`src/sv/wss_pkg.sv`:
```
`timescale 1ns / 1ps
package wss_pkg;

    localparam int ENTRIES_DEFAULT = 16;

    localparam int OP_W          = 1;
    localparam int ENTRY_INDEX_W = 4;
    localparam int SECONDS_W     = 17;
    localparam int DAYS_W        = 7;
    localparam int TEMP_W        = 8;
    localparam int WEEKDAY_W     = 3;
    localparam int HOUR_W        = 5;
    localparam int MINUTE_W      = 6;
    localparam int SECOND_W      = 6;
    localparam int SEL_W         = 4;

    localparam int SEC_PER_HOUR = 3600;
    localparam int SEC_PER_MIN  = 60;
    localparam int DAY_SECONDS  = 24 * 3600;

    localparam logic [OP_W-1:0] OP_LOAD = 1'b0;
    localparam logic [OP_W-1:0] OP_TIME = 1'b1;

    typedef struct packed {
        logic [TEMP_W-1:0]    temperature;
        logic [DAYS_W-1:0]    days;
        logic [SECONDS_W-1:0] seconds;
    } entry_t;

    typedef struct packed {
        logic clear;
        logic check;
    } best_ctrl_t;

endpackage

```
`src/sv/wss_ram.sv`:
```
`timescale 1ns / 1ps
module wss_ram #(
    parameter int WIDTH = 32,
    parameter int DEPTH = 16,
    parameter int ADDR_W = (DEPTH > 1) ? $clog2(DEPTH) : 1
) (
    input  logic              aclk,
    input  logic              wr_en,
    input  logic [ADDR_W-1:0] wr_addr,
    input  logic [WIDTH-1:0]  wr_data,
    input  logic              rd_en,
    input  logic [ADDR_W-1:0] rd_addr,
    output logic [WIDTH-1:0]  rd_data
);

    logic [WIDTH-1:0] mem [DEPTH];

    always_ff @(posedge aclk) begin
        if (wr_en) begin
            mem[wr_addr] <= wr_data;
        end
        if (rd_en) begin
            rd_data <= mem[rd_addr];
        end
    end

endmodule

```
`src/sv/wss_best.sv`:
```
`timescale 1ns / 1ps
module wss_best #(
    parameter int IDX_W = 4
) (
    input  logic                           aclk,
    input  logic                           aresetn,
    input  wss_pkg::best_ctrl_t            ctrl,
    input  logic [IDX_W-1:0]               cand_idx,
    input  wss_pkg::entry_t                cand_entry,
    input  logic [wss_pkg::SECONDS_W-1:0]  now,
    input  logic [wss_pkg::WEEKDAY_W-1:0]  wday,
    output logic                           found,
    output logic [IDX_W-1:0]               best_idx,
    output logic [wss_pkg::TEMP_W-1:0]     best_temp
);
    import wss_pkg::*;

    logic                 found_reg, found_next;
    logic [SECONDS_W-1:0] gap_reg, gap_next;
    logic [IDX_W-1:0]     idx_reg, idx_next;
    logic [TEMP_W-1:0]    temp_reg, temp_next;

    logic [DAYS_W:0]    days_ext;
    logic [SECONDS_W:0] gap;
    logic               day_hit;
    logic               better;

    always_comb begin
        days_ext = {1'b0, cand_entry.days};
        day_hit  = days_ext[wday];
        gap      = {1'b0, now} - {1'b0, cand_entry.seconds};
        better   = !gap[SECONDS_W] && (gap[SECONDS_W-1:0] != '0)
                   && (gap[SECONDS_W-1:0] < gap_reg);

        found_next = found_reg;
        gap_next   = gap_reg;
        idx_next   = idx_reg;
        temp_next  = temp_reg;
        if (ctrl.clear) begin
            found_next = 1'b0;
            gap_next   = SECONDS_W'(DAY_SECONDS);
        end else if (ctrl.check && day_hit && better) begin
            found_next = 1'b1;
            gap_next   = gap[SECONDS_W-1:0];
            idx_next   = cand_idx;
            temp_next  = cand_entry.temperature;
        end
    end

    always_ff @(posedge aclk) begin
        if (!aresetn) begin
            found_reg <= 1'b0;
            gap_reg   <= SECONDS_W'(DAY_SECONDS);
        end else begin
            found_reg <= found_next;
            gap_reg   <= gap_next;
        end
        idx_reg  <= idx_next;
        temp_reg <= temp_next;
    end

    assign found     = found_reg;
    assign best_idx  = idx_reg;
    assign best_temp = temp_reg;

endmodule

```
`src/sv/weekly_setpoint_schedule.sv`:
```
`timescale 1ns / 1ps
// Load item: sets or clears the entry's valid bit, writes the entry memory when enabled, no result.
// Time item: one entry memory read per cycle while scanning; the next item is taken only
// after the result has entered the output register, which waits while that register is full.
// The rate is set by the single read port of the entry memory.
// Reset clears all valid bits, the active-entry flag and the output valid flag; entry data is
// left as is; a scan reads it but only uses entries whose valid bit is set.
module weekly_setpoint_schedule #(
    parameter int ENTRIES = wss_pkg::ENTRIES_DEFAULT
) (
    input  logic                               aclk,
    input  logic                               aresetn,
    input  logic                               s_valid,
    output logic                               s_ready,
    input  logic [wss_pkg::OP_W-1:0]           s_op,
    input  logic [wss_pkg::ENTRY_INDEX_W-1:0]  s_entry_index,
    input  logic [wss_pkg::SECONDS_W-1:0]      s_entry_seconds,
    input  logic [wss_pkg::DAYS_W-1:0]         s_entry_days,
    input  logic [wss_pkg::TEMP_W-1:0]         s_entry_temperature,
    input  logic                               s_entry_enable,
    input  logic [wss_pkg::WEEKDAY_W-1:0]      s_weekday,
    input  logic [wss_pkg::HOUR_W-1:0]         s_hour,
    input  logic [wss_pkg::MINUTE_W-1:0]       s_minute,
    input  logic [wss_pkg::SECOND_W-1:0]       s_second,
    output logic                               m_valid,
    input  logic                               m_ready,
    output logic                               m_changed,
    output logic [wss_pkg::TEMP_W-1:0]         m_temperature,
    output logic                               m_found,
    output logic [wss_pkg::SEL_W-1:0]          m_selected_index
);
    import wss_pkg::*;

    localparam int IDX_W = (ENTRIES > 1) ? $clog2(ENTRIES) : 1;
    localparam int CNT_W = $clog2(ENTRIES + 1);
    localparam logic [CNT_W-1:0] CNT_END = CNT_W'(ENTRIES);

    localparam logic [1:0] ST_IDLE   = 2'd0;
    localparam logic [1:0] ST_SCAN   = 2'd1;
    localparam logic [1:0] ST_FINISH = 2'd2;

    logic [1:0]           state_reg, state_next;
    logic [CNT_W-1:0]     cnt_reg, cnt_next;
    logic                 pend_vld_reg, pend_vld_next;
    logic [IDX_W-1:0]     pend_idx_reg, pend_idx_next;
    logic [SECONDS_W-1:0] now_reg, now_next;
    logic [WEEKDAY_W-1:0] wday_reg, wday_next;
    logic [ENTRIES-1:0]   valid_reg, valid_next;
    logic                 active_vld_reg, active_vld_next;
    logic [IDX_W-1:0]     active_idx_reg, active_idx_next;
    logic                 m_valid_reg, m_valid_next;
    logic                 changed_reg, changed_next;
    logic [TEMP_W-1:0]    temp_reg, temp_next;
    logic                 found_reg, found_next;
    logic [SEL_W-1:0]     sel_reg, sel_next;

    logic             accept;
    logic             slot_ok;
    logic             wr_en;
    logic [IDX_W-1:0] wr_addr;
    entry_t           wr_data;
    logic             rd_en;
    logic [IDX_W-1:0] rd_addr;
    entry_t           rd_data;
    best_ctrl_t       best_ctrl;
    logic             best_found;
    logic [IDX_W-1:0] best_idx;
    logic [TEMP_W-1:0] best_temp;

    assign s_ready = (state_reg == ST_IDLE);
    assign accept  = s_valid && s_ready;
    assign slot_ok = (32'(s_entry_index) < ENTRIES);

    assign wr_en   = accept && (s_op == OP_LOAD) && slot_ok && s_entry_enable;
    assign wr_addr = IDX_W'(s_entry_index);
    assign wr_data = '{temperature: s_entry_temperature, days: s_entry_days,
                       seconds: s_entry_seconds};
    assign rd_en   = (state_reg == ST_SCAN) && (cnt_reg != CNT_END);
    assign rd_addr = cnt_reg[IDX_W-1:0];

    assign best_ctrl.clear = accept && (s_op == OP_TIME);
    assign best_ctrl.check = (state_reg == ST_SCAN) && pend_vld_reg && valid_reg[pend_idx_reg];

    wss_ram #(
        .WIDTH  ($bits(entry_t)),
        .DEPTH  (ENTRIES),
        .ADDR_W (IDX_W)
    ) u_entry_ram (
        .aclk    (aclk),
        .wr_en   (wr_en),
        .wr_addr (wr_addr),
        .wr_data (wr_data),
        .rd_en   (rd_en),
        .rd_addr (rd_addr),
        .rd_data (rd_data)
    );

    wss_best #(
        .IDX_W (IDX_W)
    ) u_best (
        .aclk       (aclk),
        .aresetn    (aresetn),
        .ctrl       (best_ctrl),
        .cand_idx   (pend_idx_reg),
        .cand_entry (rd_data),
        .now        (now_reg),
        .wday       (wday_reg),
        .found      (best_found),
        .best_idx   (best_idx),
        .best_temp  (best_temp)
    );

    always_comb begin
        state_next      = state_reg;
        cnt_next        = cnt_reg;
        pend_vld_next   = pend_vld_reg;
        pend_idx_next   = pend_idx_reg;
        now_next        = now_reg;
        wday_next       = wday_reg;
        valid_next      = valid_reg;
        active_vld_next = active_vld_reg;
        active_idx_next = active_idx_reg;
        m_valid_next    = m_valid_reg;
        changed_next    = changed_reg;
        temp_next       = temp_reg;
        found_next      = found_reg;
        sel_next        = sel_reg;

        if (m_valid_reg && m_ready) begin
            m_valid_next = 1'b0;
        end

        case (state_reg)
            ST_IDLE: begin
                if (s_valid) begin
                    if (s_op == OP_TIME) begin
                        now_next = SECONDS_W'({12'd0, s_hour}) * SECONDS_W'(SEC_PER_HOUR)
                                 + SECONDS_W'({11'd0, s_minute}) * SECONDS_W'(SEC_PER_MIN)
                                 + SECONDS_W'({11'd0, s_second});
                        wday_next     = s_weekday;
                        cnt_next      = '0;
                        pend_vld_next = 1'b0;
                        state_next    = ST_SCAN;
                    end else if (slot_ok) begin
                        valid_next[IDX_W'(s_entry_index)] = s_entry_enable;
                    end
                end
            end
            ST_SCAN: begin
                // issue one read per cycle, evaluate it the cycle after
                if (cnt_reg != CNT_END) begin
                    cnt_next      = cnt_reg + 1'b1;
                    pend_vld_next = 1'b1;
                    pend_idx_next = cnt_reg[IDX_W-1:0];
                end else begin
                    pend_vld_next = 1'b0;
                    if (!pend_vld_reg) begin
                        state_next = ST_FINISH;
                    end
                end
            end
            ST_FINISH: begin
                // hold until the output register is free
                if (!m_valid_reg || m_ready) begin
                    m_valid_next = 1'b1;
                    found_next   = best_found;
                    changed_next = best_found
                                   && (!active_vld_reg || (best_idx != active_idx_reg));
                    temp_next    = best_found ? best_temp : '0;
                    sel_next     = best_found ? SEL_W'(best_idx) : '0;
                    if (best_found) begin
                        active_vld_next = 1'b1;
                        active_idx_next = best_idx;
                    end
                    state_next = ST_IDLE;
                end
            end
            default: begin
                state_next = ST_IDLE;
            end
        endcase
    end

    always_ff @(posedge aclk) begin
        if (!aresetn) begin
            state_reg      <= ST_IDLE;
            cnt_reg        <= '0;
            pend_vld_reg   <= 1'b0;
            valid_reg      <= '0;
            active_vld_reg <= 1'b0;
            m_valid_reg    <= 1'b0;
        end else begin
            state_reg      <= state_next;
            cnt_reg        <= cnt_next;
            pend_vld_reg   <= pend_vld_next;
            valid_reg      <= valid_next;
            active_vld_reg <= active_vld_next;
            m_valid_reg    <= m_valid_next;
        end
        pend_idx_reg   <= pend_idx_next;
        now_reg        <= now_next;
        wday_reg       <= wday_next;
        active_idx_reg <= active_idx_next;
        changed_reg    <= changed_next;
        temp_reg       <= temp_next;
        found_reg      <= found_next;
        sel_reg        <= sel_next;
    end

    assign m_valid          = m_valid_reg;
    assign m_changed        = changed_reg;
    assign m_temperature    = temp_reg;
    assign m_found          = found_reg;
    assign m_selected_index = sel_reg;

    a_time_starts_scan: assert property (@(posedge aclk) disable iff (!aresetn)
        (s_valid && s_ready && (s_op == OP_TIME)) |=> (state_reg == ST_SCAN))
        else $error("time item did not start a scan");

    a_load_no_result: assert property (@(posedge aclk) disable iff (!aresetn)
        (s_valid && s_ready && (s_op == OP_LOAD) && !m_valid_reg) |=> !m_valid_reg)
        else $error("load item produced a result");

    a_result_from_finish: assert property (@(posedge aclk) disable iff (!aresetn)
        $rose(m_valid_reg) |-> ($past(state_reg) == ST_FINISH))
        else $error("result raised outside finish");

    a_cnt_range: assert property (@(posedge aclk) disable iff (!aresetn)
        cnt_reg <= CNT_END)
        else $error("scan counter out of range");

    a_none_is_zero: assert property (@(posedge aclk) disable iff (!aresetn)
        (m_valid_reg && !found_reg) |-> (!changed_reg && (temp_reg == '0) && (sel_reg == '0)))
        else $error("empty result carries data");

endmodule

```
`config.mk`:
```
export PLATFORM = sky130hd
export DESIGN_NAME = weekly_setpoint_schedule
export DESIGN_NICKNAME = d
export VERILOG_FILES = /design/src/sv/wss_pkg.sv /design/src/sv/wss_ram.sv /design/src/sv/wss_best.sv /design/src/sv/weekly_setpoint_schedule.sv
export SDC_FILE = /design/constraint.sdc
export NUM_CORES = 1
export LEC_CHECK = 0
export ABC_AREA = 1
export BUFFER_PORTS_ARGS = -buffer_cell sky130_fd_sc_hd__buf_2
export CORE_ASPECT_RATIO = 1.75
export CORE_MARGIN = 5
export CORE_UTILIZATION = 60
export CTS_BUF_LIST = sky130_fd_sc_hd__clkbuf_2
export CTS_CLUSTER_DIAMETER = 120
export DETAILED_ROUTE_END_ITERATION = 12
export PLACE_DENSITY_LB_ADDON = 0.12
export SYNTH_ARGS = -nofsm -noshare
export SYNTH_HDL_FRONTEND = slang
export SYNTH_HIERARCHICAL = 1
export SYNTH_SLANG_ARGS = --single-unit
```
`constraint.sdc`:
```
create_clock -name aclk -period 6.2 [get_ports aclk]
set_input_delay 0.31 -clock aclk [delete_from_list [all_inputs] [get_ports aclk]]
set_output_delay 0.31 -clock aclk [all_outputs]
set_load 0.02 [all_outputs]
```
**Word level (Yosys, flattened, before mapping)**

Memory sizes are Yosys's and may differ from the RTL's. A register that Yosys moved wholly into a read port is not among the register bits.
Cells that the tools add are included.

- Word-level logic and storage cells: 101
- Input bits: 62
- Output and inout port bits: 16
- Bits in writable memories: 512
- Bits in registers: 98
- Memories: 1

Memories:

| name | depth | bits a word | read ports | clocked after Yosys merged registers in | wr ports | RTL line | RTL |
|---|---|---|---|---|---|---|---|
| u_entry_ram.mem | 16 | 32 | 1 | 1 | 1 | wss_ram.sv:16 | `logic [WIDTH-1:0] mem [DEPTH];` |

- Multiplexer cells: 26
- Reductions and logical operators: 32
- $lt $le $gt $ge: 5
- Equal/unequal tests: 10
- Multipliers: 2
- $add $sub $neg: 4
- Bitwise operators: 3

Operator list:

| operator | count |
|---|---|
| $sub 17x17->18 | 1 |
| $add 17x12->17 | 1 |
| $add 17x6->17 | 1 |
| $lt 17x17->1 | 1 |
| $reduce_bool 17->1 | 1 |
| $bwmux 16 | 1 |
| $mux 5 | 3 |
| $logic_and 1x1->1 | 14 |
| $mul 5x8->13 const B | 1 |
| $reduce_and 3->1 | 4 |
| $mux 1 | 11 |
| $lt 4x5->1 const B | 2 |
| $mul 6x4->10 const B | 1 |
| $mux 2 | 5 |
| $pmux 5 s2 | 1 |
| $ne 2x2->1 const B | 4 |
| $pmux 2 s3 | 1 |
| $reduce_and 2->1 | 3 |
| $add 5x1->5 const B | 1 |
| $ne 5x5->1 const B | 1 |
| $reduce_and 5->1 | 1 |
| $bmux 1 s4 | 1 |
| $demux 1 s4 | 1 |
| $ge 4x1->1 const B | 1 |
| other kinds (14) | 20 |

**Longest topological paths before layout**

- Depth after elaboration: 6
- Depth in mapped cells: 24
- Mapped depth without buffers: 23

**Hierarchy**

The synthesis kept the hierarchy.

Modules (own cells, without submodules):

| module | times used | area an instance (um^2) | cells each | seq. area each (um^2) |
|---|---|---|---|---|
| wss_ram | 1 | 23050.9 | 2120 | 16335.7 |
| weekly_setpoint_schedule | 1 | 4625.7 | 540 | 1781.7 |
| wss_best | 1 | 2874.0 | 458 | 720.7 |

**Worst setup path after synthesis**

OpenSTA, ideal clock, no wires.

- Kind: input to register
- From: in s_minute[3] (netlist bit)
- To: reg now_reg[16] (data pin)
- Data arrival time: 3.516 ns
- Setup time: 0.252 ns
- Path slack: 2.431 ns
- Stages on the path: 20
- Path through: inv_1 -> fa_1 -> fa_1 -> inv_1 -> ha_1 -> inv_1 -> o21bai_1 -> a31oi_1 -> xor2_1 -> inv_1 -> ha_1 -> ha_1 -> nand2_1 -> inv_1 -> a21oi_1 -> nand2_1 -> nand2_1 -> nand2_1 -> nand3_1 -> nand2_1

- Longest elaborated chain between the ends: 3

Ends and longest elaborated chain:

| element | RTL line | RTL |
|---|---|---|
| from (decl) | weekly_setpoint_schedule.sv:23 | `input logic [wss_pkg::MINUTE_W-1:0] s_minute,` |
| $mul 6x4->10 | weekly_setpoint_schedule.sv:138 | `+ SECONDS_W'({11'd0, s_minute}) * SECONDS_W'(SEC_PER_MIN)` |
| $add 17x12->17 | weekly_setpoint_schedule.sv:138 |  |
| $add 17x6->17 | weekly_setpoint_schedule.sv:139 | `+ SECONDS_W'({11'd0, s_second});` |
| to (signal assigned) | weekly_setpoint_schedule.sv:201 | `now_reg <= now_next;` |
| to (decl) | weekly_setpoint_schedule.sv:46 | `logic [SECONDS_W-1:0] now_reg, now_next;` |

No other way between the ends.
A chain may end at the register's enable or synchronous reset.

**Worst setup path after layout**

- From: reg u_entry_ram.rd_data[0], read port of u_entry_ram.mem
- To: reg u_best.temp_reg[4] (netlist: u_best/best_temp[4]) (enable)

- Longest elaborated chain between the ends: 6
- Elaborated cells between the ends (all ways): 8
- Classes of those cells: add/sub: 1; order compare: 1; reduce/logical: 6

Ends and longest elaborated chain:

| element | RTL line | RTL |
|---|---|---|
| from (decl) | wss_ram.sv:13 | `output logic [WIDTH-1:0] rd_data` |
| $sub 17x17->18 (*) | wss_best.sv:31 | `gap = {1'b0, now} - {1'b0, cand_entry.seconds};` |
| net u_best.gap[16] | wss_best.sv:24 | `logic [SECONDS_W:0] gap;` |
| parallel branches: the longest is 2 deep, another holds $lt 17x17->1 | - |  |
| $logic_and 1x1->1 (*) | wss_best.sv:33 | `&& (gap[SECONDS_W-1:0] < gap_reg);` |
| $logic_and 1x1->1 (*) | wss_best.sv:42 | `end else if (ctrl.check && day_hit && better) begin` |
| $reduce_and 2->1 (no source line) (*) | - |  |
| to (signal assigned) | wss_best.sv:59 | `temp_reg <= temp_next;` |
| to (decl) | wss_best.sv:21 | `logic [TEMP_W-1:0] temp_reg, temp_next;` |

Mark *: on every way through the listed nets, which the timed path passes.

==> flow_summary.ini <==
[run_status]
status = completed

[critical_path]
cp.required_ps = 6910
slowest_stage = nor2_1
cp_common_cell = nand2_1
cp-startpoint = u_entry_ram/rd_data[0]
critPathTopFamily = simple AND/OR/NAND/NOR gates
slowest_delay_ps = 760
path_cells = ha_1 > fa_1 > inv_1 > nand2_1 > nand2_1 > nand3_1 > nand2_1 > nand2_1 > nand2_1 > nand2_1 > nand2_1 > inv_1 > ha_1 > nand2_1 > and3b_1 > o221ai_1 > nor2_1 > nand2_1 > nor2_2 > buf_4 > nand2_4 > nor2_1
path_max_fanout = 30
start_kind = flip-flop
crit_type = flip-flop to flip-flop
reg2reg_from = u_entry_ram/rd_data[0]
critPathBufInv = 3
crit_arrival_ps = 5020
endpoint_kind = flip-flop

[clock_tree]
cts_sinks = 642
post_cts_buffers = 0
cts_max_level = 4
cts_resized = 0
cts_tree = done
numCtsBuffers = 142
cts_buffer_depth = 3
cts_root_buf = clkbuf_2
path_clk_slew_ps = 110
clkLatencyLatePin_ps = 1130
hold_buffers = 100

[pwr]
vdd_ir_drop_max_mv = 0.145
power_density_mw_per_mm2 = 266
fin_total_pwr_mw = 8.92
power_leakage_nw = 15.0

[job]
cap_violations = 0

[finish]
final_nets = 3512
fin_cells = 4106
syn_to_final_growth_pct = 9.74
layout-drive-gt1-share_pct = 10.7
regMostFlops = u_entry_ram/mem
top_regs = u_entry_ram/mem (512), u_entry_ram/rd_data (32)
fin_area_mm2 = 0.0335
largest_register_ffs = 512

[placement]
dp_hpwl_mm = 41.0
place.port_buffers = 77
dpl_cell_area_mm2 = 0.0314
place_congestion = 0.911
placed_cells = 3771

[synth]
yosysMostFrequentCell = nand2_1
yosys_warnings = 6
ys.flop_type = edfxtp_1
synth_edf_count = 598
synth_seq_cells = 642
synth_fp_nets = 3281
syn_inst = 3118
ys_async_sr_fraction_pct = 0
yosys-top-cells-area = edfxtp_1 59%, nand2_1 11%, nand3_1 7.7%
synth_top_area_share_pct = 58.8
syn_area_per_cell_um2 = 9.80
ys_seq_area_share_pct = 61.7
netlist_area_mm2 = 0.0306
yosysTopAreaCell = edfxtp_1
yosysUniqueCellTypes = 45
synth_commonest_cells = 933 x nand2_1, 598 x edfxtp_1, 585 x inv_1, 473 x nand3_1, 85 x ha_1

[drt]
drt_iter0_markers = 1665
route.detailed.drc = 0
num_vias = 22257
drt_wl_total_mm = 72.7
vias_per_cell = 5.42
wire_per_inst_um = 17.7
drt.antenna.violating_nets = 0
drtPass1Iterations = 7

[global_route]
grt-ovfl-total = 0
grt_first_pass_wirelength_mm = 112
use_met2_pct = 47.3
track_usage_pct = 25.8
grt_use_met1_pct = 29.2
grt_max_degree = 151
grt_pass1_vias = 22052
antenna_found_initial = 4
grt_most_used_layer = met2
use_met3_pct = 4.11

[floorplan]
dieArea_mm2 = 0.0557
die_w_um = 181
core_area_mm2 = 0.0505
initial_core_util_pct = 60.5
io_pins = 78
die_y_um = 309
placementRows = 109

[min_path]
hp-start = s_entry_seconds[12]
hold_path.class = input pin to flip-flop

[sta]
worst_slew_pin_slew_ps = 1260
rsz0062_at_grt = false
finalSetupTns_ps = 0
finalSetupViolCount = 0
fin_crit_ps = 4320
skew_ps = 102
slew_violations = 0
min_period_over_period_pct = 69.6
hold_viol = 0
relSlewSlack_pct = 16.3
fmax_mhz = 232
-- kinds of logic (layout without fill, tap and decap cells) --
kind of cell	count (synthesis)	count (layout)	synth area share (%)
buffers and inverters	710	1029	9.84
other	0	3	0
XOR/XNOR	20	20	0.573
adder cells (fa/ha/maj)	101	101	4.53
flip-flops	642	642	61.7
AO/OA/AOI/OAI	102	102	1.87
AND/OR/NAND/NOR	1543	1543	21.5
-- routing by layer --
layer	up-vias	share of wire, %	wire length, µm
li1	10604	-	-
met1	10585	37	26600
met2	848	53	38500
met3	220	6.4	4660
met4	0	4.1	3000
met5	-	0	0
-- final timing paths --
kind,endpoint,slack [ps],depth (start not counted)
hold / removal,u_entry_ram/mem[3][12],100,2
setup reg to reg,u_best/best_temp[4],1880,22
setup / recovery,u_best/best_temp[4],1880,22
hold reg to reg,u_best/best_temp[7],370,0
-- through the flow --
stage,setup slack (ps),hold WS [ps],util (%)
after global placement,2050,404,62.1
after global routing,1520,30.2,66.4
after floorplan,2430,400,-
after detailed placement,1970,405,62.1
after CTS,1860,0.357,66.4
final,1880,103,66.4
-- placed cells by master (no fill, tap or decap), types with 2 or more instances in the layout --
| master | n |
|---|---|
| a21boi_0 | 2 |
| a21o_1 | 2 |
| a21oi_1 | 61 |
| a21oi_2 | 2 |
| a31oi_1 | 5 |
| and2_1 | 2 |
| buf_2 | 77 |
| buf_4 | 28 |
| clkbuf_2 | 201 |
| clkinv_1 | 18 |
| clkinv_2 | 8 |
| dfxtp_1 | 40 |
| dfxtp_2 | 2 |
| dfxtp_4 | 2 |
| diode_2 | 3 |
| dlygate4sd3_1 | 100 |
| edfxtp_1 | 598 |
| fa_1 | 16 |
| ha_1 | 85 |
| inv_1 | 583 |
| inv_2 | 10 |
| inv_6 | 2 |
| nand2_1 | 933 |
| nand2_2 | 2 |
| nand2_4 | 2 |
| nand3_1 | 473 |
| nand3b_1 | 11 |
| nand4_1 | 12 |
| nor2_1 | 65 |
| nor2_2 | 3 |
| nor2_4 | 22 |
| nor3_1 | 12 |
| nor3_2 | 2 |
| o21a_1 | 2 |
| o21ai_0 | 17 |
| o21bai_1 | 5 |
| or2_2 | 2 |
| xnor2_1 | 7 |
| xor2_1 | 13 |
-- area by class of cell --
type | count | area (µm²)
well taps | 666 | 833
multi-input cells | 1766 | 8830
repair buffers | 206 | 1620
clock inverters | 31 | 151
diodes | 3 | 7.51
flip-flops and latches | 642 | 18800
inverters | 591 | 2230
clock buffers | 201 | 1010
fillers | 3958 | 16900
-- report_power, final --
| group | total [mW] | switching, mW | internal, mW |
|---|---|---|---|
| Clock | 2.42 | 1.52 | 0.901 |
| Combinational | 1.64 | 1.06 | 0.581 |
| Sequential | 4.86 | 0.0368 | 4.83 |
| Total | 8.92 | 2.61 | 6.31 |
No activity file was read; power rests on OpenSTA's default activity.
